[src/sv/mmpn_pkg.sv]
// ----------------------------------------------------------------------------
// Memory map page normaliser: shared package
// Widths, codes, record types and small helpers used across the block.
// ----------------------------------------------------------------------------
package mmpn_pkg;

	localparam int PAGE_SHIFT  = 12;
	localparam int TABLE_SLOTS = 64;

	localparam int ADDR_W     = 64;
	localparam int MAX_ADDR_W = 63;
	localparam int PAGE_W     = ADDR_W - PAGE_SHIFT;
	localparam int SLOT_CNT_W = $clog2(TABLE_SLOTS + 1);
	localparam int OUT_PAGE_W = 52;
	localparam int OUT_SLOT_W = 6;
	localparam int KIND_W     = 4;
	localparam int OUT_KIND_W = 3;
	localparam int STATUS_W   = 2;

	localparam logic [ADDR_W-1:0] PAGE_MASK = (ADDR_W'(1) << PAGE_SHIFT) - ADDR_W'(1);
	localparam logic [MAX_ADDR_W-1:0] MAX_ADDR_RESET = MAX_ADDR_W'(64'd4294967295);

	localparam logic [KIND_W-1:0] KIND_AVAIL = 4'd1;
	localparam logic [KIND_W-1:0] KIND_FIRST = 4'd1;
	localparam logic [KIND_W-1:0] KIND_LAST  = 4'd5;
	localparam logic [OUT_KIND_W-1:0] KIND_GAP  = 3'd2;
	localparam logic [OUT_KIND_W-1:0] KIND_NONE = 3'd0;

	localparam logic [STATUS_W-1:0] STATUS_OK          = 2'd0;
	localparam logic [STATUS_W-1:0] STATUS_UNSUPPORTED = 2'd1;
	localparam logic [STATUS_W-1:0] STATUS_FULL        = 2'd2;

	typedef struct packed {
		logic [ADDR_W-1:0] base;
		logic [ADDR_W-1:0] length;
		logic [KIND_W-1:0] kind;
		logic              last;
	} in_item_t;

	typedef struct packed {
		logic                  drop;
		logic                  unsup;
		logic                  resv;
		logic                  nonempty;
		logic                  last;
		logic [OUT_KIND_W-1:0] kind;
		logic [PAGE_W-1:0]     sp;
		logic [PAGE_W-1:0]     ep;
	} aligned_t;

	typedef struct packed {
		logic [OUT_PAGE_W-1:0] start_page;
		logic [OUT_PAGE_W-1:0] page_count;
		logic                  is_reserved;
		logic [OUT_KIND_W-1:0] out_kind;
		logic [OUT_SLOT_W-1:0] slot_index;
		logic [OUT_PAGE_W-1:0] highest_page;
		logic [STATUS_W-1:0]   status;
	} out_rec_t;

	typedef struct packed {
		out_rec_t   first;
		out_rec_t   second;
		logic [1:0] count;
	} rec_pair_t;

	function automatic logic [OUT_PAGE_W-1:0] to_out_page(input logic [PAGE_W-1:0] p);
		logic [ADDR_W-1:0] wide;
		wide = ADDR_W'(p);
		return wide[OUT_PAGE_W-1:0];
	endfunction

	function automatic logic [OUT_SLOT_W-1:0] to_out_slot(input logic [SLOT_CNT_W-1:0] s);
		logic [ADDR_W-1:0] wide;
		wide = ADDR_W'(s);
		return wide[OUT_SLOT_W-1:0];
	endfunction

endpackage

[src/sv/mmpn_align.sv]
// ----------------------------------------------------------------------------
// Memory map page normaliser: clip and align
// Clips an entry against the highest address and aligns it to page frames.
// ----------------------------------------------------------------------------
module mmpn_align (
	input  mmpn_pkg::in_item_t                    item,
	input  logic [mmpn_pkg::MAX_ADDR_W-1:0]       max_address,
	output mmpn_pkg::aligned_t                    aligned
);

	logic [mmpn_pkg::ADDR_W-1:0] max_ext;
	logic [mmpn_pkg::ADDR_W-1:0] max_p1;
	logic [mmpn_pkg::ADDR_W-1:0] room;
	logic [mmpn_pkg::ADDR_W-1:0] clip_end;
	logic [mmpn_pkg::ADDR_W-1:0] base_up;
	logic [mmpn_pkg::ADDR_W-1:0] end_up;
	logic [mmpn_pkg::ADDR_W-1:0] nb;
	logic [mmpn_pkg::ADDR_W-1:0] ne;
	logic                        resv;
	logic                        nonempty;

	// With the highest address below 2^63 the clipped end never wraps.
	always_comb begin
		max_ext  = {1'b0, max_address};
		max_p1   = max_ext + mmpn_pkg::ADDR_W'(1);
		room     = max_p1 - item.base;
		clip_end = (item.length > room) ? max_p1 : item.base + item.length;
		base_up  = item.base + mmpn_pkg::PAGE_MASK;
		end_up   = clip_end + mmpn_pkg::PAGE_MASK;
		resv     = item.kind != mmpn_pkg::KIND_AVAIL;
		if (resv) begin
			nb       = item.base & ~mmpn_pkg::PAGE_MASK;
			ne       = end_up & ~mmpn_pkg::PAGE_MASK;
			nonempty = ne != nb;
		end else begin
			nb       = base_up & ~mmpn_pkg::PAGE_MASK;
			ne       = clip_end & ~mmpn_pkg::PAGE_MASK;
			nonempty = ne > nb;
		end
	end

	always_comb begin
		aligned.drop     = item.base > max_ext;
		aligned.unsup    = (item.kind < mmpn_pkg::KIND_FIRST) ||
		                   (item.kind > mmpn_pkg::KIND_LAST);
		aligned.resv     = resv;
		aligned.nonempty = nonempty;
		aligned.last     = item.last;
		aligned.kind     = item.kind[mmpn_pkg::OUT_KIND_W-1:0];
		aligned.sp       = nb[mmpn_pkg::ADDR_W-1:mmpn_pkg::PAGE_SHIFT];
		aligned.ep       = nonempty ? ne[mmpn_pkg::ADDR_W-1:mmpn_pkg::PAGE_SHIFT]
		                            : nb[mmpn_pkg::ADDR_W-1:mmpn_pkg::PAGE_SHIFT];
	end

endmodule

[src/sv/mmpn_track.sv]
// ----------------------------------------------------------------------------
// Memory map page normaliser: running state and record builder
// Keeps end page, highest page and slot count; builds gap and region records.
// ----------------------------------------------------------------------------
module mmpn_track (
	input  logic               clk,
	input  logic               arst_n,
	input  mmpn_pkg::aligned_t aligned,
	input  logic               advance,
	output mmpn_pkg::rec_pair_t recs
);

	logic [mmpn_pkg::PAGE_W-1:0]     prev_end_q;
	logic [mmpn_pkg::PAGE_W-1:0]     max_end_q;
	logic [mmpn_pkg::SLOT_CNT_W-1:0] slots_q;

	logic [mmpn_pkg::PAGE_W-1:0]     prev_end_d;
	logic [mmpn_pkg::PAGE_W-1:0]     max_end_d;
	logic [mmpn_pkg::SLOT_CNT_W-1:0] slots_d;
	logic [mmpn_pkg::SLOT_CNT_W-1:0] slots_mid;
	logic                            gap;
	logic                            room_gap;
	logic                            room_reg;
	mmpn_pkg::out_rec_t              gap_rec;
	mmpn_pkg::out_rec_t              reg_rec;
	mmpn_pkg::out_rec_t              unsup_rec;

	always_comb begin
		gap        = aligned.sp > prev_end_q;
		room_gap   = slots_q < mmpn_pkg::SLOT_CNT_W'(mmpn_pkg::TABLE_SLOTS);
		slots_mid  = (gap && room_gap) ? slots_q + mmpn_pkg::SLOT_CNT_W'(1) : slots_q;
		room_reg   = slots_mid < mmpn_pkg::SLOT_CNT_W'(mmpn_pkg::TABLE_SLOTS);
		prev_end_d = prev_end_q;
		max_end_d  = max_end_q;
		slots_d    = slots_mid;
		if (aligned.nonempty && room_reg) begin
			prev_end_d = aligned.ep;
			max_end_d  = (aligned.ep > max_end_q) ? aligned.ep : max_end_q;
			slots_d    = slots_mid + mmpn_pkg::SLOT_CNT_W'(1);
		end

		gap_rec.start_page   = mmpn_pkg::to_out_page(prev_end_q);
		gap_rec.page_count   = mmpn_pkg::to_out_page(aligned.sp - prev_end_q);
		gap_rec.is_reserved  = 1'b1;
		gap_rec.out_kind     = mmpn_pkg::KIND_GAP;
		gap_rec.slot_index   = room_gap ? mmpn_pkg::to_out_slot(slots_q) : '0;
		gap_rec.highest_page = mmpn_pkg::to_out_page(max_end_q);
		gap_rec.status       = room_gap ? mmpn_pkg::STATUS_OK : mmpn_pkg::STATUS_FULL;

		reg_rec.start_page   = mmpn_pkg::to_out_page(aligned.sp);
		reg_rec.page_count   = mmpn_pkg::to_out_page(aligned.ep - aligned.sp);
		reg_rec.is_reserved  = aligned.resv;
		reg_rec.out_kind     = aligned.kind;
		reg_rec.slot_index   = room_reg ? mmpn_pkg::to_out_slot(slots_mid) : '0;
		reg_rec.highest_page = mmpn_pkg::to_out_page(max_end_d);
		reg_rec.status       = room_reg ? mmpn_pkg::STATUS_OK : mmpn_pkg::STATUS_FULL;

		unsup_rec.start_page   = '0;
		unsup_rec.page_count   = '0;
		unsup_rec.is_reserved  = 1'b0;
		unsup_rec.out_kind     = mmpn_pkg::KIND_NONE;
		unsup_rec.slot_index   = mmpn_pkg::to_out_slot(slots_q);
		unsup_rec.highest_page = mmpn_pkg::to_out_page(max_end_q);
		unsup_rec.status       = mmpn_pkg::STATUS_UNSUPPORTED;

		recs.first  = gap ? gap_rec : reg_rec;
		recs.second = reg_rec;
		if (aligned.drop) begin
			recs.count = 2'd0;
		end else if (aligned.unsup) begin
			recs.first = unsup_rec;
			recs.count = 2'd1;
		end else begin
			recs.count = {1'b0, gap} + {1'b0, aligned.nonempty};
		end
	end

	always_ff @(posedge clk or negedge arst_n) begin
		if (!arst_n) begin
			prev_end_q <= '0;
			max_end_q  <= '0;
			slots_q    <= '0;
		end else if (advance) begin
			if (aligned.last) begin
				prev_end_q <= '0;
				max_end_q  <= '0;
				slots_q    <= '0;
			end else if (!aligned.drop && !aligned.unsup) begin
				prev_end_q <= prev_end_d;
				max_end_q  <= max_end_d;
				slots_q    <= slots_d;
			end
		end
	end

endmodule

[src/sv/mmpn_outbuf.sv]
// ----------------------------------------------------------------------------
// Memory map page normaliser: result buffer
// Holds the one or two records of an entry and hands them out in order.
// ----------------------------------------------------------------------------
module mmpn_outbuf (
	input  logic                clk,
	input  logic                arst_n,
	input  logic                load,
	input  mmpn_pkg::rec_pair_t recs,
	output logic                free,
	output logic                out_valid,
	input  logic                out_ready,
	output mmpn_pkg::out_rec_t  rec,
	output logic                last_in_run
);

	mmpn_pkg::out_rec_t first_q;
	mmpn_pkg::out_rec_t second_q;
	logic               valid_q;
	logic               two_q;
	logic               sel_q;

	assign out_valid   = valid_q;
	assign rec         = sel_q ? second_q : first_q;
	assign last_in_run = !two_q || sel_q;
	// The buffer can take a new entry in the cycle its final record leaves.
	assign free        = !valid_q || (out_ready && last_in_run);

	always_ff @(posedge clk or negedge arst_n) begin
		if (!arst_n) begin
			valid_q <= 1'b0;
			two_q   <= 1'b0;
			sel_q   <= 1'b0;
		end else if (load && recs.count != 2'd0) begin
			valid_q <= 1'b1;
			two_q   <= recs.count == 2'd2;
			sel_q   <= 1'b0;
		end else if (valid_q && out_ready) begin
			if (last_in_run) begin
				valid_q <= 1'b0;
			end else begin
				sel_q <= 1'b1;
			end
		end
	end

	always_ff @(posedge clk) begin
		if (load) begin
			first_q  <= recs.first;
			second_q <= recs.second;
		end
	end

endmodule

[src/sv/memory_map_page_normalizer_core.sv]
// ----------------------------------------------------------------------------
// Memory map page normaliser core
// Turns boot memory-map entries into page-frame region records with gap fill.
// ----------------------------------------------------------------------------
// A request passes the input register, the align register and the result buffer
// before its first result is valid. Throughput: one entry per cycle while each
// entry gives at most one result and out_ready stays high; an entry with two
// records holds the result buffer until both have left in order. Reset clears all
// running state and valid flags and sets the highest address to 4294967295.
module memory_map_page_normalizer_core (
	input  logic                                 clk,
	input  logic                                 arst_n,
	input  logic                                 cfg_wen,
	input  logic [mmpn_pkg::MAX_ADDR_W-1:0]      cfg_wdata,
	input  logic                                 in_valid,
	output logic                                 in_ready,
	input  logic [mmpn_pkg::ADDR_W-1:0]          region_base,
	input  logic [mmpn_pkg::ADDR_W-1:0]          region_length,
	input  logic [mmpn_pkg::KIND_W-1:0]          region_kind,
	input  logic                                 last_entry,
	output logic                                 out_valid,
	input  logic                                 out_ready,
	output logic [mmpn_pkg::OUT_PAGE_W-1:0]      start_page,
	output logic [mmpn_pkg::OUT_PAGE_W-1:0]      page_count,
	output logic                                 is_reserved,
	output logic [mmpn_pkg::OUT_KIND_W-1:0]      out_kind,
	output logic [mmpn_pkg::OUT_SLOT_W-1:0]      slot_index,
	output logic [mmpn_pkg::OUT_PAGE_W-1:0]      highest_page,
	output logic [mmpn_pkg::STATUS_W-1:0]        status,
	output logic                                 last_in_run
);

	logic [mmpn_pkg::MAX_ADDR_W-1:0] max_addr_q;
	mmpn_pkg::in_item_t              item_s1;
	logic                            valid_s1;
	mmpn_pkg::aligned_t              aligned_c;
	mmpn_pkg::aligned_t              aligned_s2;
	logic                            valid_s2;
	mmpn_pkg::rec_pair_t             recs_c;
	mmpn_pkg::out_rec_t              rec;
	logic                            out_free;
	logic                            free_s2;
	logic                            advance_s2;
	logic                            take_s1;

	assign advance_s2 = valid_s2 && out_free;
	assign free_s2    = !valid_s2 || out_free;
	assign take_s1    = valid_s1 && free_s2;
	assign in_ready   = !valid_s1 || free_s2;

	always_ff @(posedge clk or negedge arst_n) begin
		if (!arst_n) begin
			max_addr_q <= mmpn_pkg::MAX_ADDR_RESET;
		end else if (cfg_wen) begin
			max_addr_q <= cfg_wdata;
		end
	end

	always_ff @(posedge clk or negedge arst_n) begin
		if (!arst_n) begin
			valid_s1 <= 1'b0;
			valid_s2 <= 1'b0;
		end else begin
			if (in_valid && in_ready) begin
				valid_s1 <= 1'b1;
			end else if (take_s1) begin
				valid_s1 <= 1'b0;
			end
			if (take_s1) begin
				valid_s2 <= 1'b1;
			end else if (advance_s2) begin
				valid_s2 <= 1'b0;
			end
		end
	end

	always_ff @(posedge clk) begin
		if (in_valid && in_ready) begin
			item_s1.base   <= region_base;
			item_s1.length <= region_length;
			item_s1.kind   <= region_kind;
			item_s1.last   <= last_entry;
		end
		if (take_s1) begin
			aligned_s2 <= aligned_c;
		end
	end

	mmpn_align u_align (
		.item        (item_s1),
		.max_address (max_addr_q),
		.aligned     (aligned_c)
	);

	mmpn_track u_track (
		.clk     (clk),
		.arst_n  (arst_n),
		.aligned (aligned_s2),
		.advance (advance_s2),
		.recs    (recs_c)
	);

	mmpn_outbuf u_outbuf (
		.clk         (clk),
		.arst_n      (arst_n),
		.load        (advance_s2),
		.recs        (recs_c),
		.free        (out_free),
		.out_valid   (out_valid),
		.out_ready   (out_ready),
		.rec         (rec),
		.last_in_run (last_in_run)
	);

	assign start_page   = rec.start_page;
	assign page_count   = rec.page_count;
	assign is_reserved  = rec.is_reserved;
	assign out_kind     = rec.out_kind;
	assign slot_index   = rec.slot_index;
	assign highest_page = rec.highest_page;
	assign status       = rec.status;

endmodule
[config.mk]
export PLATFORM = sky130hd
export DESIGN_NAME = memory_map_page_normalizer_core
export DESIGN_NICKNAME = d
export VERILOG_FILES = /design/src/sv/mmpn_pkg.sv /design/src/sv/mmpn_align.sv /design/src/sv/mmpn_track.sv /design/src/sv/mmpn_outbuf.sv /design/src/sv/memory_map_page_normalizer_core.sv
export SDC_FILE = /design/constraint.sdc
export NUM_CORES = 2
export LEC_CHECK = 0
export ABC_CLOCK_PERIOD_IN_PS = 39000
export BUFFER_PORTS_ARGS = -buffer_cell sky130_fd_sc_hd__buf_2
export CAP_MARGIN = 10
export CORE_UTILIZATION = 34
export DETAILED_ROUTE_END_ITERATION = 7
export PLACE_DENSITY = 0.52
export SLEW_MARGIN = 10
export SYNTH_ARGS = -nofsm -noshare
export SYNTH_HDL_FRONTEND = slang
export SYNTH_SLANG_ARGS = --single-unit
[constraint.sdc]
create_clock -name clk -period 39 [get_ports clk]
set_input_delay 7.8 -clock clk [delete_from_list [all_inputs] [get_ports clk]]
set_output_delay 7.8 -clock clk [all_outputs]
set_load 0.02 [all_outputs]
; ---- Word-level counts from Yosys, hierarchy flattened
; Index checks and enable logic that the tools add are counted.
[classes]
muxes = 36
n_reduce_logical = 31
eq_ne = 4
n_addsub = 10
magnitude_cmp = 9
[ops]
columns = op, count
row1 = 168-bit two-way mux, 4
row2 = 52-bit two-way mux, 8
row3 = 64-bit two-way mux, 3
row4 = 64-bit by 12-bit adder with 64-bit output (second input constant), 2
row5 = 64-bit > comparator, 2
row6 = 52-bit > comparator, 2
row7 = 52-bit subtractor, 2
row8 = 63-bit by 1-bit adder with 64-bit output (second input constant), 1
row9 = 64-bit adder, 1
row10 = 64-bit by 63-bit > comparator with 1-bit output, 1
row11 = 64-bit subtractor, 1
row12 = 52-bit != test, 1
row13 = 7-bit two-way mux, 4
row14 = 7-bit by 1-bit adder with 7-bit output (second input constant), 2
row15 = 7-bit less-than comparator (second input constant), 2
row16 = 2-bit nonzero test, 7
row17 = 6-bit two-way mux, 2
row18 = 1-bit two-way mux, 11
row19 = 1-bit logical AND, 9
row20 = 2-bit two-way mux, 4
row21 = 1-bit logical NOT, 6
row22 = 2-bit AND reduction, 3
row23 = 1-bit logical OR, 5
row24 = 4-bit by 3-bit > comparator with 1-bit output (second input constant), 1
row25 = 6 further kinds, 6
[word_totals]
output_inout_bits = 171
regBits = 760
inputBits = 201
word_cells = 125

; ---- Logic depth before layout (Yosys ltp)
[logic_depth]
ltp_word = 9
depth_mapped = 58
mapped_depth_nobuf = 51

; ---- Modules after synthesis
; A second synthesis with hierarchy kept.
[hier_totals]
hier_cells = 5914
hier_area_um2 = 58013.1
[by_module_without_submodules]
columns = mod, instances, cells_each, seq_area_each_um2, area_per_inst_um2
row1 = mmpn_align, 1, 3008, 0.0, 20500.9
row2 = mmpn_track, 1, 1985, 2777.7, 14680.3
row3 = mmpn_outbuf, 1, 534, 10164.7, 12697.2
row4 = memory_map_page_normalizer_core, 1, 387, 9023.7, 10134.7

; ---- Worst setup path before layout
; OpenSTA, ideal clock, no wires.
[synth_timing]
path_type = input-to-reg
start = input port out_ready
end = register u_track.max_end_q[0] in the netlist's numbering
required_time_ns = 38.879
path_buffers = 1
setup_time_ns = 0.121
path_stages = 6
arrival_time_ns = 28.958
setup_slack_ns = 9.921
cell_sequence = a21boi_0 -> nor2b_1 -> o21ai_0 -> o21bai_1 -> clkbuf_1 -> a22o_1
[synth_between]
elab_chain_cells = 4
[synth_lines]
columns = item, line_no
row1 = start: declaration, memory_map_page_normalizer_core.sv:22  ; input logic out_ready,
row2 = 1-bit logical AND, mmpn_outbuf.sv:27  ; assign free = !valid_q || (out_ready && last_in_run);
row3 = 1-bit logical OR, mmpn_outbuf.sv:27
row4 = 1-bit logical AND, memory_map_page_normalizer_core.sv:46  ; assign advance_s2 = valid_s2 && out_free;
row5 = net advance_s2, memory_map_page_normalizer_core.sv:43  ; logic advance_s2;
row6 = 2-bit AND reduction (no line), --
row7 = end signal: assignment, mmpn_track.sv:90  ; max_end_q <= max_end_d;
row8 = end: declaration, mmpn_track.sv:14  ; logic [mmpn_pkg::PAGE_W-1:0] max_end_q;
; The timed path passes the listed nets, and every way through them passes these cells.
; A chain may end at the register's enable or synchronous reset.

; ---- Worst setup path in the final report
[layout_timing]
start = input port out_ready
end = output port in_ready
[layout_between]
elab_chain_cells = 4
[layout_lines]
columns = item, line_no
row1 = 1-bit logical AND, mmpn_outbuf.sv:27
row2 = 1-bit logical OR, mmpn_outbuf.sv:27
row3 = 1-bit logical OR, memory_map_page_normalizer_core.sv:47  ; assign free_s2 = !valid_s2 || out_free;
row4 = 1-bit logical OR, memory_map_page_normalizer_core.sv:49  ; assign in_ready = !valid_s1 || free_s2;
row5 = end: declaration, memory_map_page_normalizer_core.sv:16  ; output logic in_ready,
; Every way passes these cells.

==> reports/qor_table.md <==
| Quantity | Reported | Unit |
|:---|:---|:---|
| Type of origin of the critical path | input port | - |
| Worst clock skew on the final layout | 0.0395 | ns |
| Worst endpoint required time | 31.20 | ns |
| Port Buffer Count | 371 | - |
| Actual transition at the worst max-transition pin | 1.20 | ns |
| Final weighted congestion of routability-driven global placement | 0.933 | - |
| Register area share after synthesis | 0.399 | - |
| Top Metal Used | met4 | - |
| Drt drc | 0 | - |
| Setup TNS after final layout | 0 | ns |
| Post-CTS clock slew at the launch and capture registers of the worst setup and hold paths | 0.06 | ns |
| CTS sink cnt | 759 | - |
| Yosys top cell area share | 0.317 | - |
| Pre-antenna DRT Iters | 5 | - |
| GRT overflow | 0 | - |
| Number of global-route vias before repair | 42300 | - |
| Count of H-tree levels built during CTS | 3 | - |
| Final Non-Filler Cells | 8188 | - |
| Worst hold path type | flop to flop | - |
| Post-CTS Hold Fix Bufs | 0 | - |
| Crit share post-route | 0.426 | - |
| Number of buffers created by CTS | 89 | - |
| Final Critical Period | 16.61 | ns |
| Antenna-violating nets left | 0 | - |
| Count of synthesis-stage warnings from yosys | 0 | - |
| Instance area at placement | 0.0592 | sq mm |
| Routed Wire Length | 180000 | um |
| Unique masters post-synth | 109 | - |
| Prevailing post-synth register cell | sky130_fd_sc_hd__edfxtp_1 | - |
| Setup slack of the critical path after layout | 22.39 | ns |
| Post-synthesis average cell area | 9.72 | sq um |
| Rel. slew slack | 0.201 | - |
| Netlist Area Pre-Place | 0.0550 | sq mm |
| Initial standard-cell utilization of the core | 0.342 | - |
| Setup slack, reg-to-reg | 24.02 | ns |
| Number of primary I/O pins | 372 | - |
| Biggest area contributors in the synthesized netlist | sky130_fd_sc_hd__edfxtp_1 (32%), sky130_fd_sc_hd__ha_1 (11%), sky130_fd_sc_hd__dfrtp_1 (6.7%) | - |
| Clock tree from TritonCTS | done | - |
| Layout Cell Area excl Fill | 0.0622 | sq mm |
| Critical Path Fanout Max | 4 | - |
| Cell type of the slowest stage on the worst timing path | sky130_fd_sc_hd__a21boi_0 | - |
| # resized after CTS | 0 | - |
| Cell type contributing the most total cell area after synthesis | sky130_fd_sc_hd__edfxtp_1 | - |
| Area of the core | 0.161 | sq mm |
| CP Class | input port to primary output | - |
| Metal2 WL | 75700 | um |
| Per-cell via count in the routed design | 5.33 | - |
| Post-Syn Nets | 6322 | - |
| Fraction of layout instances using a drive strength above 1 | 0.158 | - |
| Cell row count | 147 | - |
| Antenna violations before repair | 1 | - |
| Number of enable-type register cells in the synthesized netlist | 580 | - |
| Total half-perimeter wirelength after legalization and detailed placement | 142000 | um |
| Post-CTS setup repair buffer count | 0 | - |
| Post-Synthesis Cells | 5653 | - |
| Clock network latency to the later pin of the worst-skew pair | 0.73 | ns |
| Number of buffers on the longest clock path | 3 | - |
| Pre-CTS setup slack | 22.38 | ns |
| Run status | finished, final reports clean | - |
| Number of failing hold endpoints at the final stage | 0 | - |
| Global-route wire length before repair | 267000 | um |
| Wirelength per Cell | 21.9 | um |
| Wire length the detailed router placed on met1 | 90500 | um |
| RSZ-0062 raised after global routing | false | - |
| CP cell instances | buf_2, a21boi_0, nand3_1, buf_2 | - |
| Crit-path most repeated cell | sky130_fd_sc_hd__buf_2 | - |
| Endpoint arrival time on the critical path | 8.81 | ns |
| Power per Cell Area | 78.0 | mW/mm^2 |
| Async set-reset flop share out of synthesis | 0.236 | - |
| Leakage | 25.4 | nW |
| Number of max-slew violations in the final report | 0 | - |
| Floorplan die area | 0.163 | sq mm |
| Die Ht | 404 | um |
| Pin count of the biggest net entering global routing | 119 | - |
| Root Buffer | sky130_fd_sc_hd__clkbuf_16 | - |
| Overall global routing resource usage | 0.216 | - |
| Final layout net count | 6620 | - |
| Amount of wire on met3 after detailed routing | 8860 | um |
| Endpoint type of the worst setup path | primary output | - |
| Number of max-capacitance violations reported | 0 | - |
| Worst supply voltage drop on vdd | 0.0499 | mV |
| Synthesis-to-layout area growth | 13.1 | % |
| Crit-path max cell delay | 0.48 | ns |
| DRC violation total after the first TritonRoute iteration | 3117 | - |
| Post-synthesis register bit count | 759 | - |
| Count of placed standard cells including taps | 8020 | - |
| Die boundary width | 404 | um |
| Achievable clock frequency | 60.2 | MHz |
| # setup viols final | 0 | - |
| Total via count in the routed design | 43700 | - |
[flip-flops by register name, summed over array words and instances (netlist names), 7 cells and up]
signal              count
aligned_s2            112
item_s1               133
max_addr_q             63
u_outbuf.first_q      168
u_outbuf.second_q     167
u_track.max_end_q      52
u_track.prev_end_q     52
u_track.slots_q         7
[metal layers]
layer  vias to the layer above  track usage
met4                         0       0.0627
li1                      21300            -
met5                         -            0
met3                       180       0.0240
met1                     21000        0.324
met2                      1113        0.322
[cell usage after synthesis, types with 133 or more instances]
library cell                 n
sky130_fd_sc_hd__clkbuf_1  182
sky130_fd_sc_hd__dfrtp_1   147
sky130_fd_sc_hd__xnor2_1   364
sky130_fd_sc_hd__ha_1      464
sky130_fd_sc_hd__nor2_1    331
sky130_fd_sc_hd__edfxtp_1  580
sky130_fd_sc_hd__a21o_1    165
sky130_fd_sc_hd__mux2_2    245
sky130_fd_sc_hd__inv_1     400
sky130_fd_sc_hd__nand2_1   526
sky130_fd_sc_hd__a21oi_1   418
sky130_fd_sc_hd__o21ai_0   294
sky130_fd_sc_hd__nand4_1   133
[cells by family (layout without fill, tap and decap cells)]
| family | count (synthesis) | in the layout | synth area share |
|---|---|---|---|
| xor gates and xnor gates | 446 | 446 | 0.0726 |
| DFF | 759 | 759 | 0.399 |
| other | 0 | 1 | 0 |
| muxes | 300 | 300 | 0.0616 |
| buffers and inverters | 620 | 994 | 0.0438 |
| adders and majority gates | 468 | 468 | 0.107 |
| and+or+nand+nor | 1665 | 1665 | 0.150 |
| AOI/OAI and AO/OA | 1395 | 1395 | 0.166 |
[area by class of cell]
| class | count | area, sq um |
|---|---|---|
| well taps | 2160 | 2700 |
| fillers | 16100 | 98400 |
| clock buffers | 124 | 2440 |
| repair buffers | 419 | 2240 |
| multi-input cells | 4274 | 30700 |
| diodes | 1 | 2.50 |
| inverters | 408 | 1530 |
| clock inverters | 43 | 553 |
| flip-flops and latches | 759 | 21900 |
[metrics by stage]
| stage | power (mW) | util | hold WS, ns |
|---|---|---|---|
| 2_1_floorplan | 3.28 | - | 0.400 |
| 3_3_place_gp | 3.97 | 0.368 | 0.406 |
| 3_5_place_dp | 4.00 | 0.368 | 0.407 |
| 4_1_cts | 4.89 | 0.387 | 0.414 |
| 5_1_grt | 5.19 | 0.387 | 0.424 |
| 6_report | 4.85 | 0.387 | 0.416 |
[placed cells by master (no fill, tap or decap), types with 27 or more instances in the layout]
cell type,count
sky130_fd_sc_hd__edfxtp_1,580
sky130_fd_sc_hd__nand2_1,526
sky130_fd_sc_hd__ha_1,464
sky130_fd_sc_hd__a21oi_1,416
sky130_fd_sc_hd__inv_1,399
sky130_fd_sc_hd__buf_2,369
sky130_fd_sc_hd__xnor2_1,364
sky130_fd_sc_hd__nor2_1,329
sky130_fd_sc_hd__o21ai_0,293
sky130_fd_sc_hd__mux2_2,245
sky130_fd_sc_hd__a21o_1,163
sky130_fd_sc_hd__dfrtp_1,146
sky130_fd_sc_hd__nand4_1,133
sky130_fd_sc_hd__nand3_1,130
sky130_fd_sc_hd__nor3_1,109
sky130_fd_sc_hd__a22o_1,107
sky130_fd_sc_hd__clkbuf_16,89
sky130_fd_sc_hd__nand2b_1,76
sky130_fd_sc_hd__xor2_1,76
sky130_fd_sc_hd__nor2b_1,63
sky130_fd_sc_hd__and3_1,51
sky130_fd_sc_hd__and2_1,48
sky130_fd_sc_hd__buf_4,48
sky130_fd_sc_hd__o21a_1,44
sky130_fd_sc_hd__a31oi_1,43
sky130_fd_sc_hd__o21bai_1,42
sky130_fd_sc_hd__mux2i_1,40
sky130_fd_sc_hd__a211oi_1,37
sky130_fd_sc_hd__nor4_1,36
sky130_fd_sc_hd__dfstp_2,32
sky130_fd_sc_hd__clkbuf_1,27
[critical path, delay by kind of cell]
kind | cells | cell delay, ns
simple gates | 1 | 0.21
buf+inv | 2 | 0.31
compound gates | 1 | 0.48
[power breakdown]
part	switching (mW)	internal (mW)	total, mW
clock	0.358	0.500	0.858
sequential	0.208	1.28	1.49
combinational	1.55	0.956	2.50
[path summary, 6_finish.rpt]
kind / start / endpoint / cells after the start
setup / recovery: out_ready / in_ready / 4
hold / removal: item_s1[0] / aligned_s2[107] / 0
setup reg to reg: max_addr_q[0] / aligned_s2[45] / 43
hold reg to reg: item_s1[0] / aligned_s2[107] / 0
max in group asynchronous: arst_n / u_track.prev_end_q[1] / 2
min in group asynchronous: arst_n / max_addr_q[62] / 1
No activity file was read; power rests on OpenSTA's default activity.
